<file path="config.mk">
export PLATFORM = sky130hd
export DESIGN_NAME = digest_set_difference_planner
export DESIGN_NICKNAME = d
export VERILOG_FILES = /design/src/design/dsdp_pkg.sv /design/src/design/dsdp_cell.sv /design/src/design/digest_set_difference_planner.sv
export SDC_FILE = /design/constraint.sdc
export NUM_CORES = 2
export LEC_CHECK = 0
export BUFFER_PORTS_ARGS = -buffer_cell sky130_fd_sc_hd__buf_2
export CAP_MARGIN = 30
export CORE_ASPECT_RATIO = 2
export CORE_MARGIN = 1
export CORE_UTILIZATION = 55
export DETAILED_ROUTE_END_ITERATION = 10
export PLACE_DENSITY = 0.83
export SYNTH_ARGS = -nofsm -noshare
export SYNTH_HDL_FRONTEND = slang
export SYNTH_SLANG_ARGS = --single-unit
</file>
<file path="constraint.sdc">
create_clock -name clock -period 8.48 [get_ports clock]
set_clock_uncertainty 0.05 [all_clocks]
set_input_delay 1.696 -clock clock [delete_from_list [all_inputs] [get_ports clock]]
set_output_delay 1.696 -clock clock [all_outputs]
set_load 0.005 [all_outputs]
</file>
<file path="src/design/dsdp_pkg.sv">
package dsdp_pkg;

   localparam int DIGEST_W             = 64;
   localparam int FETCH_W              = 5;
   localparam int ORPHAN_W             = 6;
   localparam int CSR_INDEX_W          = 1;
   localparam int CSR_DATA_W           = 6;
   localparam int RSP_DATA_W           = 80;
   localparam int MAX_REFERENCED_DEF   = 16;
   localparam int MAX_HELD_DEF         = 32;

   localparam logic [FETCH_W-1:0]  FETCH_LIMIT_RESET  = 5'd16;
   localparam logic [ORPHAN_W-1:0] ORPHAN_LIMIT_RESET = 6'd32;

   typedef logic [DIGEST_W-1:0] digest_type;

   typedef enum logic [1:0] {
      OP_ADD_REF  = 2'd0,
      OP_ADD_HELD = 2'd1,
      OP_PLAN     = 2'd2
   } op_type;

   typedef enum logic [1:0] {
      KIND_FETCH   = 2'd0,
      KIND_ORPHAN  = 2'd1,
      KIND_SUMMARY = 2'd2
   } kind_type;

   typedef enum logic [CSR_INDEX_W-1:0] {
      CSR_FETCH_LIMIT  = 1'b0,
      CSR_ORPHAN_LIMIT = 1'b1
   } csr_index_type;

   // per-cell control: rotate toward the head, or capture a loaded digest
   typedef struct packed {
      logic shift;
      logic load;
   } ring_ctl_type;

endpackage

</file>
<file path="src/design/dsdp_cell.sv">
module dsdp_cell (
   input  logic                  clock,
   input  dsdp_pkg::ring_ctl_type ctl,
   input  dsdp_pkg::digest_type  load_data,
   input  dsdp_pkg::digest_type  next_data,
   output dsdp_pkg::digest_type  data
);
   import dsdp_pkg::*;

   digest_type data_ff;
   digest_type data_in;

   // one digest slot of a ring; takes its neighbor's value on a shift
   always_comb begin
      data_in = data_ff;
      if (ctl.load) begin
         data_in = load_data;
      end else if (ctl.shift) begin
         data_in = next_data;
      end
   end

   always_ff @(posedge clock) begin
      data_ff <= data_in;
   end

   assign data = data_ff;

endmodule

</file>
<file path="src/design/digest_set_difference_planner.sv">
// load beats are accepted only while idle and produce no result
// a plan checks each probed referenced digest against a full turn of the held ring and
// of the ref ring, then each probed held digest against a full turn of the ref ring,
// and ends with the summary; each ring is compared at its head, output stalls hold the plan
// synchronous active-high reset empties both tables, clears overflow and restores limits
module digest_set_difference_planner #(
   parameter int MAX_REFERENCED = dsdp_pkg::MAX_REFERENCED_DEF,
   parameter int MAX_HELD       = dsdp_pkg::MAX_HELD_DEF
) (
   input  logic                               clock,
   input  logic                               reset,
   // request beats
   input  logic                               req_tvalid,
   output logic                               req_tready,
   input  logic [dsdp_pkg::DIGEST_W-1:0]      req_tdata,   // digest[63:0]
   input  logic [1:0]                         req_tuser,   // operation[1:0]
   // result beats
   output logic                               rsp_tvalid,
   input  logic                               rsp_tready,
   // digest_res[63:0], fetch_count[68:64], orphan_count[74:69], overflow[75], zero pad
   output logic [dsdp_pkg::RSP_DATA_W-1:0]    rsp_tdata,
   output logic [1:0]                         rsp_tuser,   // kind[1:0]
   output logic                               rsp_tlast,
   // configuration writes
   input  logic                               csr_we,
   input  logic [dsdp_pkg::CSR_INDEX_W-1:0]   csr_index,
   input  logic [dsdp_pkg::CSR_DATA_W-1:0]    csr_wdata
);
   import dsdp_pkg::*;

   localparam int MAXD = (MAX_REFERENCED > MAX_HELD) ? MAX_REFERENCED : MAX_HELD;
   localparam int IW   = $clog2(MAXD + 1);
   localparam int RCW  = $clog2(MAX_REFERENCED + 1);
   localparam int HCW  = $clog2(MAX_HELD + 1);
   localparam int PAD_W = RSP_DATA_W - DIGEST_W - FETCH_W - ORPHAN_W - 1;

   typedef enum logic [3:0] {
      ST_IDLE,
      ST_FETCH_SEL,
      ST_SCAN_H,
      ST_SCAN_R,
      ST_FETCH_DEC,
      ST_ORPH_SEL,
      ST_SCAN_O,
      ST_ORPH_DEC,
      ST_SUMMARY
   } state_type;

   state_type state_ff, state_in;

   // table fill counts and sticky overflow
   logic [RCW-1:0]      ref_cnt_ff, ref_cnt_in;
   logic [HCW-1:0]      held_cnt_ff, held_cnt_in;
   logic                ovf_ff, ovf_in;

   // limits
   logic [FETCH_W-1:0]  fetch_limit_ff, fetch_limit_in;
   logic [ORPHAN_W-1:0] orphan_limit_ff, orphan_limit_in;

   // plan sequencing
   logic [IW-1:0]       idx_ff, idx_in;      // probed entry, also ring offset
   logic [IW-1:0]       step_ff, step_in;    // rotation step within a scan
   logic [FETCH_W-1:0]  nf_ff, nf_in;
   logic [ORPHAN_W-1:0] no_ff, no_in;
   logic                found_ff, found_in;
   digest_type          probe_ff, probe_in;

   // result register
   logic                rsp_valid_ff, rsp_valid_in;
   kind_type            rsp_kind_ff, rsp_kind_in;
   digest_type          rsp_digest_ff, rsp_digest_in;
   logic [FETCH_W-1:0]  rsp_fc_ff, rsp_fc_in;
   logic [ORPHAN_W-1:0] rsp_oc_ff, rsp_oc_in;
   logic                rsp_ovf_ff, rsp_ovf_in;
   logic                rsp_last_ff, rsp_last_in;

   // ring control and heads
   logic                ref_shift, ref_load, held_shift, held_load;
   digest_type          ref_q  [MAX_REFERENCED];
   digest_type          held_q [MAX_HELD];
   digest_type          ref_head, held_head;
   logic                out_free;
   logic [IW:0]         rot_sum;
   logic [IW:0]         ref_entry;               // table index now at the ref head

   assign ref_head  = ref_q[0];
   assign held_head = held_q[0];
   assign out_free  = !rsp_valid_ff || rsp_tready;

   // during a dedup scan the ref ring sits at offset idx, so the head is entry idx+step modulo MAX_REFERENCED
   always_comb begin
      rot_sum = (IW+1)'(idx_ff) + (IW+1)'(step_ff);
      if (rot_sum >= (IW+1)'(MAX_REFERENCED)) begin
         ref_entry = rot_sum - (IW+1)'(MAX_REFERENCED);
      end else begin
         ref_entry = rot_sum;
      end
   end

   // rows of digest cells, each ring rotates toward cell zero
   for (genvar j = 0; j < MAX_REFERENCED; j++) begin : g_ref
      ring_ctl_type ctl;
      assign ctl.shift = ref_shift;
      assign ctl.load  = ref_load && (ref_cnt_ff == RCW'(j));
      dsdp_cell u_cell (
         .clock     (clock),
         .ctl       (ctl),
         .load_data (req_tdata),
         .next_data (ref_q[(j + 1) % MAX_REFERENCED]),
         .data      (ref_q[j])
      );
   end

   for (genvar j = 0; j < MAX_HELD; j++) begin : g_held
      ring_ctl_type ctl;
      assign ctl.shift = held_shift;
      assign ctl.load  = held_load && (held_cnt_ff == HCW'(j));
      dsdp_cell u_cell (
         .clock     (clock),
         .ctl       (ctl),
         .load_data (req_tdata),
         .next_data (held_q[(j + 1) % MAX_HELD]),
         .data      (held_q[j])
      );
   end

   assign req_tready = (state_ff == ST_IDLE);

   always_comb begin
      state_in        = state_ff;
      ref_cnt_in      = ref_cnt_ff;
      held_cnt_in     = held_cnt_ff;
      ovf_in          = ovf_ff;
      fetch_limit_in  = fetch_limit_ff;
      orphan_limit_in = orphan_limit_ff;
      idx_in          = idx_ff;
      step_in         = step_ff;
      nf_in           = nf_ff;
      no_in           = no_ff;
      found_in        = found_ff;
      probe_in        = probe_ff;
      rsp_valid_in    = rsp_valid_ff && !rsp_tready;
      rsp_kind_in     = rsp_kind_ff;
      rsp_digest_in   = rsp_digest_ff;
      rsp_fc_in       = rsp_fc_ff;
      rsp_oc_in       = rsp_oc_ff;
      rsp_ovf_in      = rsp_ovf_ff;
      rsp_last_in     = rsp_last_ff;
      ref_shift       = 1'b0;
      ref_load        = 1'b0;
      held_shift      = 1'b0;
      held_load       = 1'b0;

      if (csr_we) begin
         case (csr_index)
            CSR_FETCH_LIMIT:  fetch_limit_in  = csr_wdata[FETCH_W-1:0];
            CSR_ORPHAN_LIMIT: orphan_limit_in = csr_wdata[ORPHAN_W-1:0];
            default: ;
         endcase
      end

      case (state_ff)
         ST_IDLE: begin
            if (req_tvalid) begin
               case (req_tuser)
                  OP_ADD_REF: begin
                     if (ref_cnt_ff < RCW'(MAX_REFERENCED)) begin
                        ref_load   = 1'b1;
                        ref_cnt_in = ref_cnt_ff + RCW'(1);
                     end else begin
                        ovf_in = 1'b1;
                     end
                  end
                  OP_ADD_HELD: begin
                     if (held_cnt_ff < HCW'(MAX_HELD)) begin
                        held_load   = 1'b1;
                        held_cnt_in = held_cnt_ff + HCW'(1);
                     end else begin
                        ovf_in = 1'b1;
                     end
                  end
                  OP_PLAN: begin
                     idx_in   = '0;
                     nf_in    = '0;
                     no_in    = '0;
                     state_in = ST_FETCH_SEL;
                  end
                  default: ;   // unused opcode is dropped
               endcase
            end
         end

         // pick the next referenced digest, or walk the ring home
         ST_FETCH_SEL: begin
            if (idx_ff < IW'(ref_cnt_ff) && nf_ff < fetch_limit_ff) begin
               probe_in = ref_head;
               found_in = 1'b0;
               step_in  = '0;
               state_in = ST_SCAN_H;
            end else if (idx_ff < IW'(MAX_REFERENCED)) begin
               ref_shift = 1'b1;
               idx_in    = idx_ff + IW'(1);
            end else begin
               idx_in   = '0;
               state_in = ST_ORPH_SEL;
            end
         end

         // full turn of the held ring against the probe
         ST_SCAN_H: begin
            if (step_ff < IW'(held_cnt_ff) && held_head == probe_ff) begin
               found_in = 1'b1;
            end
            held_shift = 1'b1;
            if (step_ff == IW'(MAX_HELD - 1)) begin
               step_in  = '0;
               state_in = ST_SCAN_R;
            end else begin
               step_in = step_ff + IW'(1);
            end
         end

         // full turn of the ref ring: an equal earlier entry means a repeat
         ST_SCAN_R: begin
            if (ref_entry < (IW+1)'(idx_ff) && ref_head == probe_ff) begin
               found_in = 1'b1;
            end
            ref_shift = 1'b1;
            if (step_ff == IW'(MAX_REFERENCED - 1)) begin
               step_in  = '0;
               state_in = ST_FETCH_DEC;
            end else begin
               step_in = step_ff + IW'(1);
            end
         end

         ST_FETCH_DEC: begin
            if (found_ff || out_free) begin
               if (!found_ff) begin
                  rsp_valid_in  = 1'b1;
                  rsp_kind_in   = KIND_FETCH;
                  rsp_digest_in = probe_ff;
                  rsp_fc_in     = '0;
                  rsp_oc_in     = '0;
                  rsp_ovf_in    = 1'b0;
                  rsp_last_in   = 1'b0;
                  nf_in         = nf_ff + FETCH_W'(1);
               end
               ref_shift = 1'b1;
               idx_in    = idx_ff + IW'(1);
               state_in  = ST_FETCH_SEL;
            end
         end

         ST_ORPH_SEL: begin
            if (idx_ff < IW'(held_cnt_ff) && no_ff < orphan_limit_ff) begin
               probe_in = held_head;
               found_in = 1'b0;
               step_in  = '0;
               state_in = ST_SCAN_O;
            end else if (idx_ff < IW'(MAX_HELD)) begin
               held_shift = 1'b1;
               idx_in     = idx_ff + IW'(1);
            end else begin
               state_in = ST_SUMMARY;
            end
         end

         // full turn of the ref ring, which sits at offset zero here
         ST_SCAN_O: begin
            if (step_ff < IW'(ref_cnt_ff) && ref_head == probe_ff) begin
               found_in = 1'b1;
            end
            ref_shift = 1'b1;
            if (step_ff == IW'(MAX_REFERENCED - 1)) begin
               step_in  = '0;
               state_in = ST_ORPH_DEC;
            end else begin
               step_in = step_ff + IW'(1);
            end
         end

         ST_ORPH_DEC: begin
            if (found_ff || out_free) begin
               if (!found_ff) begin
                  rsp_valid_in  = 1'b1;
                  rsp_kind_in   = KIND_ORPHAN;
                  rsp_digest_in = probe_ff;
                  rsp_fc_in     = '0;
                  rsp_oc_in     = '0;
                  rsp_ovf_in    = 1'b0;
                  rsp_last_in   = 1'b0;
                  no_in         = no_ff + ORPHAN_W'(1);
               end
               held_shift = 1'b1;
               idx_in     = idx_ff + IW'(1);
               state_in   = ST_ORPH_SEL;
            end
         end

         ST_SUMMARY: begin
            if (out_free) begin
               rsp_valid_in  = 1'b1;
               rsp_kind_in   = KIND_SUMMARY;
               rsp_digest_in = '0;
               rsp_fc_in     = nf_ff;
               rsp_oc_in     = no_ff;
               rsp_ovf_in    = ovf_ff;
               rsp_last_in   = 1'b1;
               ref_cnt_in    = '0;
               held_cnt_in   = '0;
               ovf_in        = 1'b0;
               state_in      = ST_IDLE;
            end
         end

         default: state_in = ST_IDLE;
      endcase
   end

   always_ff @(posedge clock) begin
      if (reset) begin
         state_ff        <= ST_IDLE;
         ref_cnt_ff      <= '0;
         held_cnt_ff     <= '0;
         ovf_ff          <= 1'b0;
         fetch_limit_ff  <= FETCH_LIMIT_RESET;
         orphan_limit_ff <= ORPHAN_LIMIT_RESET;
         idx_ff          <= '0;
         step_ff         <= '0;
         nf_ff           <= '0;
         no_ff           <= '0;
         found_ff        <= 1'b0;
         rsp_valid_ff    <= 1'b0;
      end else begin
         state_ff        <= state_in;
         ref_cnt_ff      <= ref_cnt_in;
         held_cnt_ff     <= held_cnt_in;
         ovf_ff          <= ovf_in;
         fetch_limit_ff  <= fetch_limit_in;
         orphan_limit_ff <= orphan_limit_in;
         idx_ff          <= idx_in;
         step_ff         <= step_in;
         nf_ff           <= nf_in;
         no_ff           <= no_in;
         found_ff        <= found_in;
         rsp_valid_ff    <= rsp_valid_in;
      end
      // payload, no reset
      probe_ff      <= probe_in;
      rsp_kind_ff   <= rsp_kind_in;
      rsp_digest_ff <= rsp_digest_in;
      rsp_fc_ff     <= rsp_fc_in;
      rsp_oc_ff     <= rsp_oc_in;
      rsp_ovf_ff    <= rsp_ovf_in;
      rsp_last_ff   <= rsp_last_in;
   end

   assign rsp_tvalid = rsp_valid_ff;
   assign rsp_tuser  = rsp_kind_ff;
   assign rsp_tlast  = rsp_last_ff;
   assign rsp_tdata  = {PAD_W'(0), rsp_ovf_ff, rsp_oc_ff, rsp_fc_ff, rsp_digest_ff};

   // fill counts never pass capacity
   a_ref_cnt_bound: assert property (@(posedge clock) disable iff (reset)
      ref_cnt_ff <= RCW'(MAX_REFERENCED))
      else $error("referenced count beyond capacity");

   a_held_cnt_bound: assert property (@(posedge clock) disable iff (reset)
      held_cnt_ff <= HCW'(MAX_HELD))
      else $error("held count beyond capacity");

   // tlast marks exactly the summary beat
   a_last_is_summary: assert property (@(posedge clock) disable iff (reset)
      rsp_valid_ff |-> (rsp_last_ff == (rsp_kind_ff == KIND_SUMMARY)))
      else $error("tlast and kind disagree");

   // issuing the summary empties both tables
   a_summary_clears: assert property (@(posedge clock) disable iff (reset)
      (state_ff == ST_SUMMARY && out_free) |=>
         (ref_cnt_ff == '0 && held_cnt_ff == '0 && !ovf_ff && state_ff == ST_IDLE))
      else $error("tables not emptied after summary");

endmodule
</file>
* Word level (Yosys, flattened, before mapping)
Index checks and enable logic that the tools add are counted.
Storage, ports and cells: output and inout bits 85, flip-flop bits (word level) 3267, input port bits 78, logic and storage cells 511
Operators by class: add/subtract/negate cells 8, $lt $le $gt $ge 12, multiplexer cells 199, reductions and logical operators 135, equal/unequal tests 89, bitwise logic cells 1
Operator list (number):
- 64-bit two-way mux | 101
- 64-bit one-hot mux with 2 select lines | 2
- 64-bit equality test | 2
- 6-bit two-way mux | 20
- 2-bit nonzero test | 53
- 6-bit by 5-bit equality test with 1-bit output (second input constant) | 17
- 5-bit two-way mux | 11
- 6-bit by 4-bit equality test with 1-bit output (second input constant) | 9
- 1-bit logical AND | 54
- 4-bit two-way mux | 12
- 6-bit one-hot mux with 4 select lines | 2
- 5-bit by 4-bit equality test with 1-bit output (second input constant) | 8
- 2-bit != test (second input constant) | 18
- 4-bit one-hot mux with 9 select lines | 1
- 6-bit one-hot mux with 2 select lines | 3
- 5-bit one-hot mux with 2 select lines | 3
- 1-bit two-way mux | 29
- 6-bit by 1-bit adder with 6-bit output (second input constant) | 4
- 6-bit by 3-bit equality test with 1-bit output (second input constant) | 4
- 5-bit by 3-bit equality test with 1-bit output (second input constant) | 4
- 5-bit AND reduction | 4
- 6-bit < comparator | 3
- 6-bit AND reduction | 3
- 4-bit by 3-bit equality test with 1-bit output (second input constant) | 4
- other kinds (44) | 73

* Depth between registers and ports, before layout
word-level depth 7, gate-level depth with buffers 17, gate-level depth less buffers 17

* Hierarchy
Synthesis repeated with hierarchy kept, for this count alone.
Second synthesis, totals: cells, all modules 7699, area total of the unflattened synthesis 150514.4 um2
By module, submodules not included:
- dsdp_cell | sequential area each 1921.8 um2, cells an instance 136, times used 48, area an instance 2905.3 um2
- digest_set_difference_planner | sequential area each 5335.1 um2, cells an instance 1171, times used 1, area an instance 11060.6 um2

* Least setup slack after synthesis
No wires, ideal clock.
kind input -> register, start point input req_tuser[1], end point register g_held[29].u_cell.data_ff[0], enable pin, arrival 7.270 ns, buffers on the path 1, data required time 7.855 ns, library setup time 0.575 ns, path slack 0.585 ns, stages 5, cells stage by stage nand3b_1 -> nor3b_4 -> nand2_2 -> buf_2 -> o21ai_0
Between the ends: cells in the longest elaborated chain, start to end 6
Ends and longest elaborated chain:
- from (decl) | line digest_set_difference_planner.sv:16 | input logic [1:0] req_tuser,
- 2-bit by 1-bit equality test with 1-bit output | line digest_set_difference_planner.sv:165 | case (req_tuser)
- 1-bit two-way mux | line digest_set_difference_planner.sv:165
- 1-bit two-way mux | line digest_set_difference_planner.sv:164 | if (req_tvalid) begin
- 1-bit two-way mux | line digest_set_difference_planner.sv:162 | case (state_ff)
- 1-bit logical AND | line digest_set_difference_planner.sv:117 | assign ctl.load = held_load && (held_cnt_ff == HCW'(j));
- 2-bit nonzero test (no source line)
- to (signal assigned) | line dsdp_cell.sv:24 | data_ff <= data_in;
- to (decl) | line dsdp_cell.sv:10 | digest_type data_ff;
No other way between the ends. A chain may end at the register's enable or synchronous reset.

* Worst setup path after layout
start point input req_tuser[1], end point register g_ref[0].u_cell.data_ff[62], data pin
Between the ends: cells in the longest elaborated chain, start to end 6
Ends and longest elaborated chain:
- 2-bit logical NOT | line digest_set_difference_planner.sv:165
- 1-bit two-way mux | line digest_set_difference_planner.sv:165
- 1-bit two-way mux | line digest_set_difference_planner.sv:164
- 1-bit two-way mux | line digest_set_difference_planner.sv:162
- 1-bit logical AND | line digest_set_difference_planner.sv:104 | assign ctl.load = ref_load && (ref_cnt_ff == RCW'(j));
- 64-bit two-way mux | line dsdp_cell.sv:16 | if (ctl.load) begin
- named net g_ref[0].u_cell.data_in[62] | line dsdp_cell.sv:11 | digest_type data_in;
- to (signal assigned) | line dsdp_cell.sv:24
- to (decl) | line dsdp_cell.sv:10
The timed path passes the listed nets, and every way through them passes these cells.

==> impl_results.md <==
* Core area at 256,000 um2
* CTS tree: yes
* Footprint of the multi-input gates at around 41,000 um2
* CTS resizes at 0
* Post-synth ARST share at 0%
* Final min period at 5100 ps
* Cell Area, Placed at ~150,000 um2
* Ys Warns at 0
* Relative slew slack at between 30% and 40%
* Hold Slack at slightly above 400 ps
* Syn_area_per_cell at 17.8 um2
* Netlist cell types at 69
* Non-filler cells, final at between 10k and 15k
* Initial DRC Count at between 6k and 7k
* Detailed Routing Iterations Pass 1 at 6
* Seq/Total Area, Yosys at 68.9%
* Dominant cell type by area after synthesis: edfxtp_1
* Leakage at between 40 and 50 nW
* RSZ-0062 raised after global routing: no
* CP max stage delay at 850 ps
* Status: completed
* FF-to-FF path depth at 9
* Post-synth top area share at 68.2%
* Gr ovfl total at 0
* Slew @ Worst Pin at roughly 1000 ps
* Ys flop type: edfxtp_1
* Reg clk slew, reported paths at 70 ps
* Vias per Instance at about 6.2
* CP top delay family: simple AND/OR/NAND/NOR gates
* Sink Count at 3,267
* CP Buf/Inv Count at 2
* Die area at ~260,000 um2
* #FFs+latches synth at 3,267
* Synth Instances at approximately 8k
* Final TNS setup at 0 ps
* WL/cell at roughly 30 um
* CTS Buf Count at 270
* Cells after DPL at about 11k
* Initial antenna violation count at 13
* Synth top area cells: edfxtp_1 68%, mux2_2 24%, buf_4 1.0%
* Design area at 155,000 um2
* Worst vdd ir at 0.273 mV
* Clock root buffer: clkbuf_16
* Number of port buffers at about 160
* DP Wirelength at 221,000 um
* Number of flops mapped to enable cells by yosys at 3,215
* Via count at 71.1k
* Final hold vios at 0
* Largest net degree at the start of global routing at 76
* All-Layer GR Usage at 26.8%
* Core Rows at 263
* Final setup viols at 0
* Placer Congestion at 0.976
* Slowest stage cell, crit path: nor3_2
* Crit Path Class: input port to register
* Post-synthesis cell area at 142,000 um2
* Hold-fix buffers at CTS at 0
* Total Power at 42.3 mW
* Post-CTS setup buffers at 0
* Area Overhead vs Synth at 9.31%
* CP Max Fanout at 54
* Initial Util at between 50% and 60%
* DRC Markers at 0
* Vias in the first global route at 74.2k
* Most numerous cell on the critical path: nor3_2
* Die Span X at 361 um
* CP Depth at 7
* Max Slew Vio Count at 0
* CTS max path bufs at 4
* FILL cells at 17.7k
* Routed Antenna Nets at 0
* Crit start category: input port
* Storage cell area at 97,600 um2
* P per Cell Area at about 270 nW/um2
* Routed wire length at 349,000 um
* Crit. End Element: register
* Global-route wire length before repair at slightly above 500,000 um
* Die Ht at 719 um
* H-Tree Depth at 5
* WP data arrival at between 5000 and 6000 ps
* CP Data Required Time at 9040 ps
* IO Pins at around 160
* Worst path cell trace: buf_2 > nand3b_1 > nor3_2 > nand2_2 > nor3_2 > buf_4 > mux2_2
* Share of post-route cells with drive strength above 1 at a little under half
* # Max-Cap Violations at 0
* Hold path cells at 2
* Fmax at approximately 200 MHz
* Crit share post-route at 60.1%
* Final #Nets at between 8k and 9k
* Clk_lat worst skew at 880 ps
* HP Class: register to register
state kept, by name, summed over array words and instances, names as in the netlist, 6 cells and up:
name / cells
g_held.u_cell.data: 2048
g_ref.u_cell.data: 1024
held_cnt_ff: 6
idx_ff: 6
no_ff: 6
orphan_limit_ff: 6
probe_ff: 64
rsp_digest_ff: 64
rsp_oc_ff: 6
step_ff: 6
per-layer routing:
layer,global-route usage (%),wire length (um)
met1,28.8,117000
met2,49.1,187000
met3,3.88,20200
met4,16.5,25000
met5,0,25
worst reg2reg max path: cells and delay by family, from the launching register on:
kind,cells,cell delay [ps]
buffers and inverters,2,910
flip-flops,1,480
multiplexers,1,590
AND/OR/NAND/NOR,6,2820
path summary, 6_finish.rpt:
check | from | to | slack [ps]
worst max-delay path | req_tuser[1] | g_ref[0].u_cell.data[62] | 3380
worst min-delay path | orphan_limit_ff[2] | orphan_limit_ff[2] | 410
worst max register to register | state_ff[1] | g_ref[0].u_cell.data[62] | 3390
worst min register to register | orphan_limit_ff[2] | orphan_limit_ff[2] | 410
area by class of cell:
| type | instances | area share [%] |
|---|---|---|
| multi-input combinational | 3982 | 26.5 |
| tap | 3312 | 2.68 |
| clock inverter | 143 | 0.982 |
| clock buffer | 327 | 4.67 |
| timing repair buffer | 361 | 1.91 |
| inverter | 58 | 0.141 |
| antenna | 5 | 0.00809 |
| sequential | 3267 | 63.1 |
synthesized netlist by cell type (29+ instances only):
| master | n |
|---|---|
| a21oi_1 | 29 |
| and2_1 | 72 |
| buf_1 | 56 |
| buf_2 | 93 |
| buf_4 | 197 |
| clkbuf_1 | 311 |
| dfxtp_1 | 52 |
| edfxtp_1 | 3215 |
| ha_1 | 53 |
| inv_1 | 57 |
| mux2_1 | 43 |
| mux2_2 | 3019 |
| nand2_1 | 217 |
| nand4_1 | 33 |
| nor2_1 | 73 |
| nor2_2 | 33 |
| o21ai_0 | 85 |
| xnor2_1 | 107 |
cell usage in the layout (no fill, tap or decap), types with 30 or more instances in the layout:
cell type,instances
buf_12,32
inv_1,57
buf_4,158
ha_1,53
clkbuf_1,44
nand4_1,33
xnor2_1,107
and2_1,72
bufinv_16,30
nor2_1,69
clkinv_1,48
buf_2,159
clkinv_2,37
nor2_4,37
o21ai_4,43
nand2_1,214
mux2_2,3019
o21ai_0,42
clkbuf_16,281
mux2_1,43
dfxtp_1,52
edfxtp_1,3215
where the power goes:
group,total (mW),leakage [nW],switching (mW),internal (mW)
clock network,12.8,4.27,5.79,7.03
registers,23.5,29.7,1.33,22.1
logic,5.98,15.5,3.59,2.39
total,42.3,49.5,10.7,31.5
stage by stage:
| stage | util, % | worst slack, ps |
|---|---|---|
| after CTS | 60.3 | 3330 |
| after floorplan | - | 585 |
| after global placement | 56.8 | 2740 |
| after detailed placement | 56.9 | 2600 |
| after global routing | 60.4 | 3000 |
| final | 60.4 | 3380 |
cells by family (layout without fill, tap and decap cells):
logic type | Yosys count | in the layout | synth area share (%)
flip-flops | 3267 | 3267 | 68.9
multiplexers | 3070 | 3070 | 24.4
buffers and inverters | 727 | 889 | 2.60
AND/OR/NAND/NOR | 536 | 536 | 1.93
AO/OA/AOI/OAI | 187 | 187 | 0.822
XOR/XNOR | 131 | 131 | 0.811
adder cells (fa/ha/maj) | 54 | 54 | 0.483
other | 1 | 9 | 0.00265
Power figures use the tool's default switching activity.
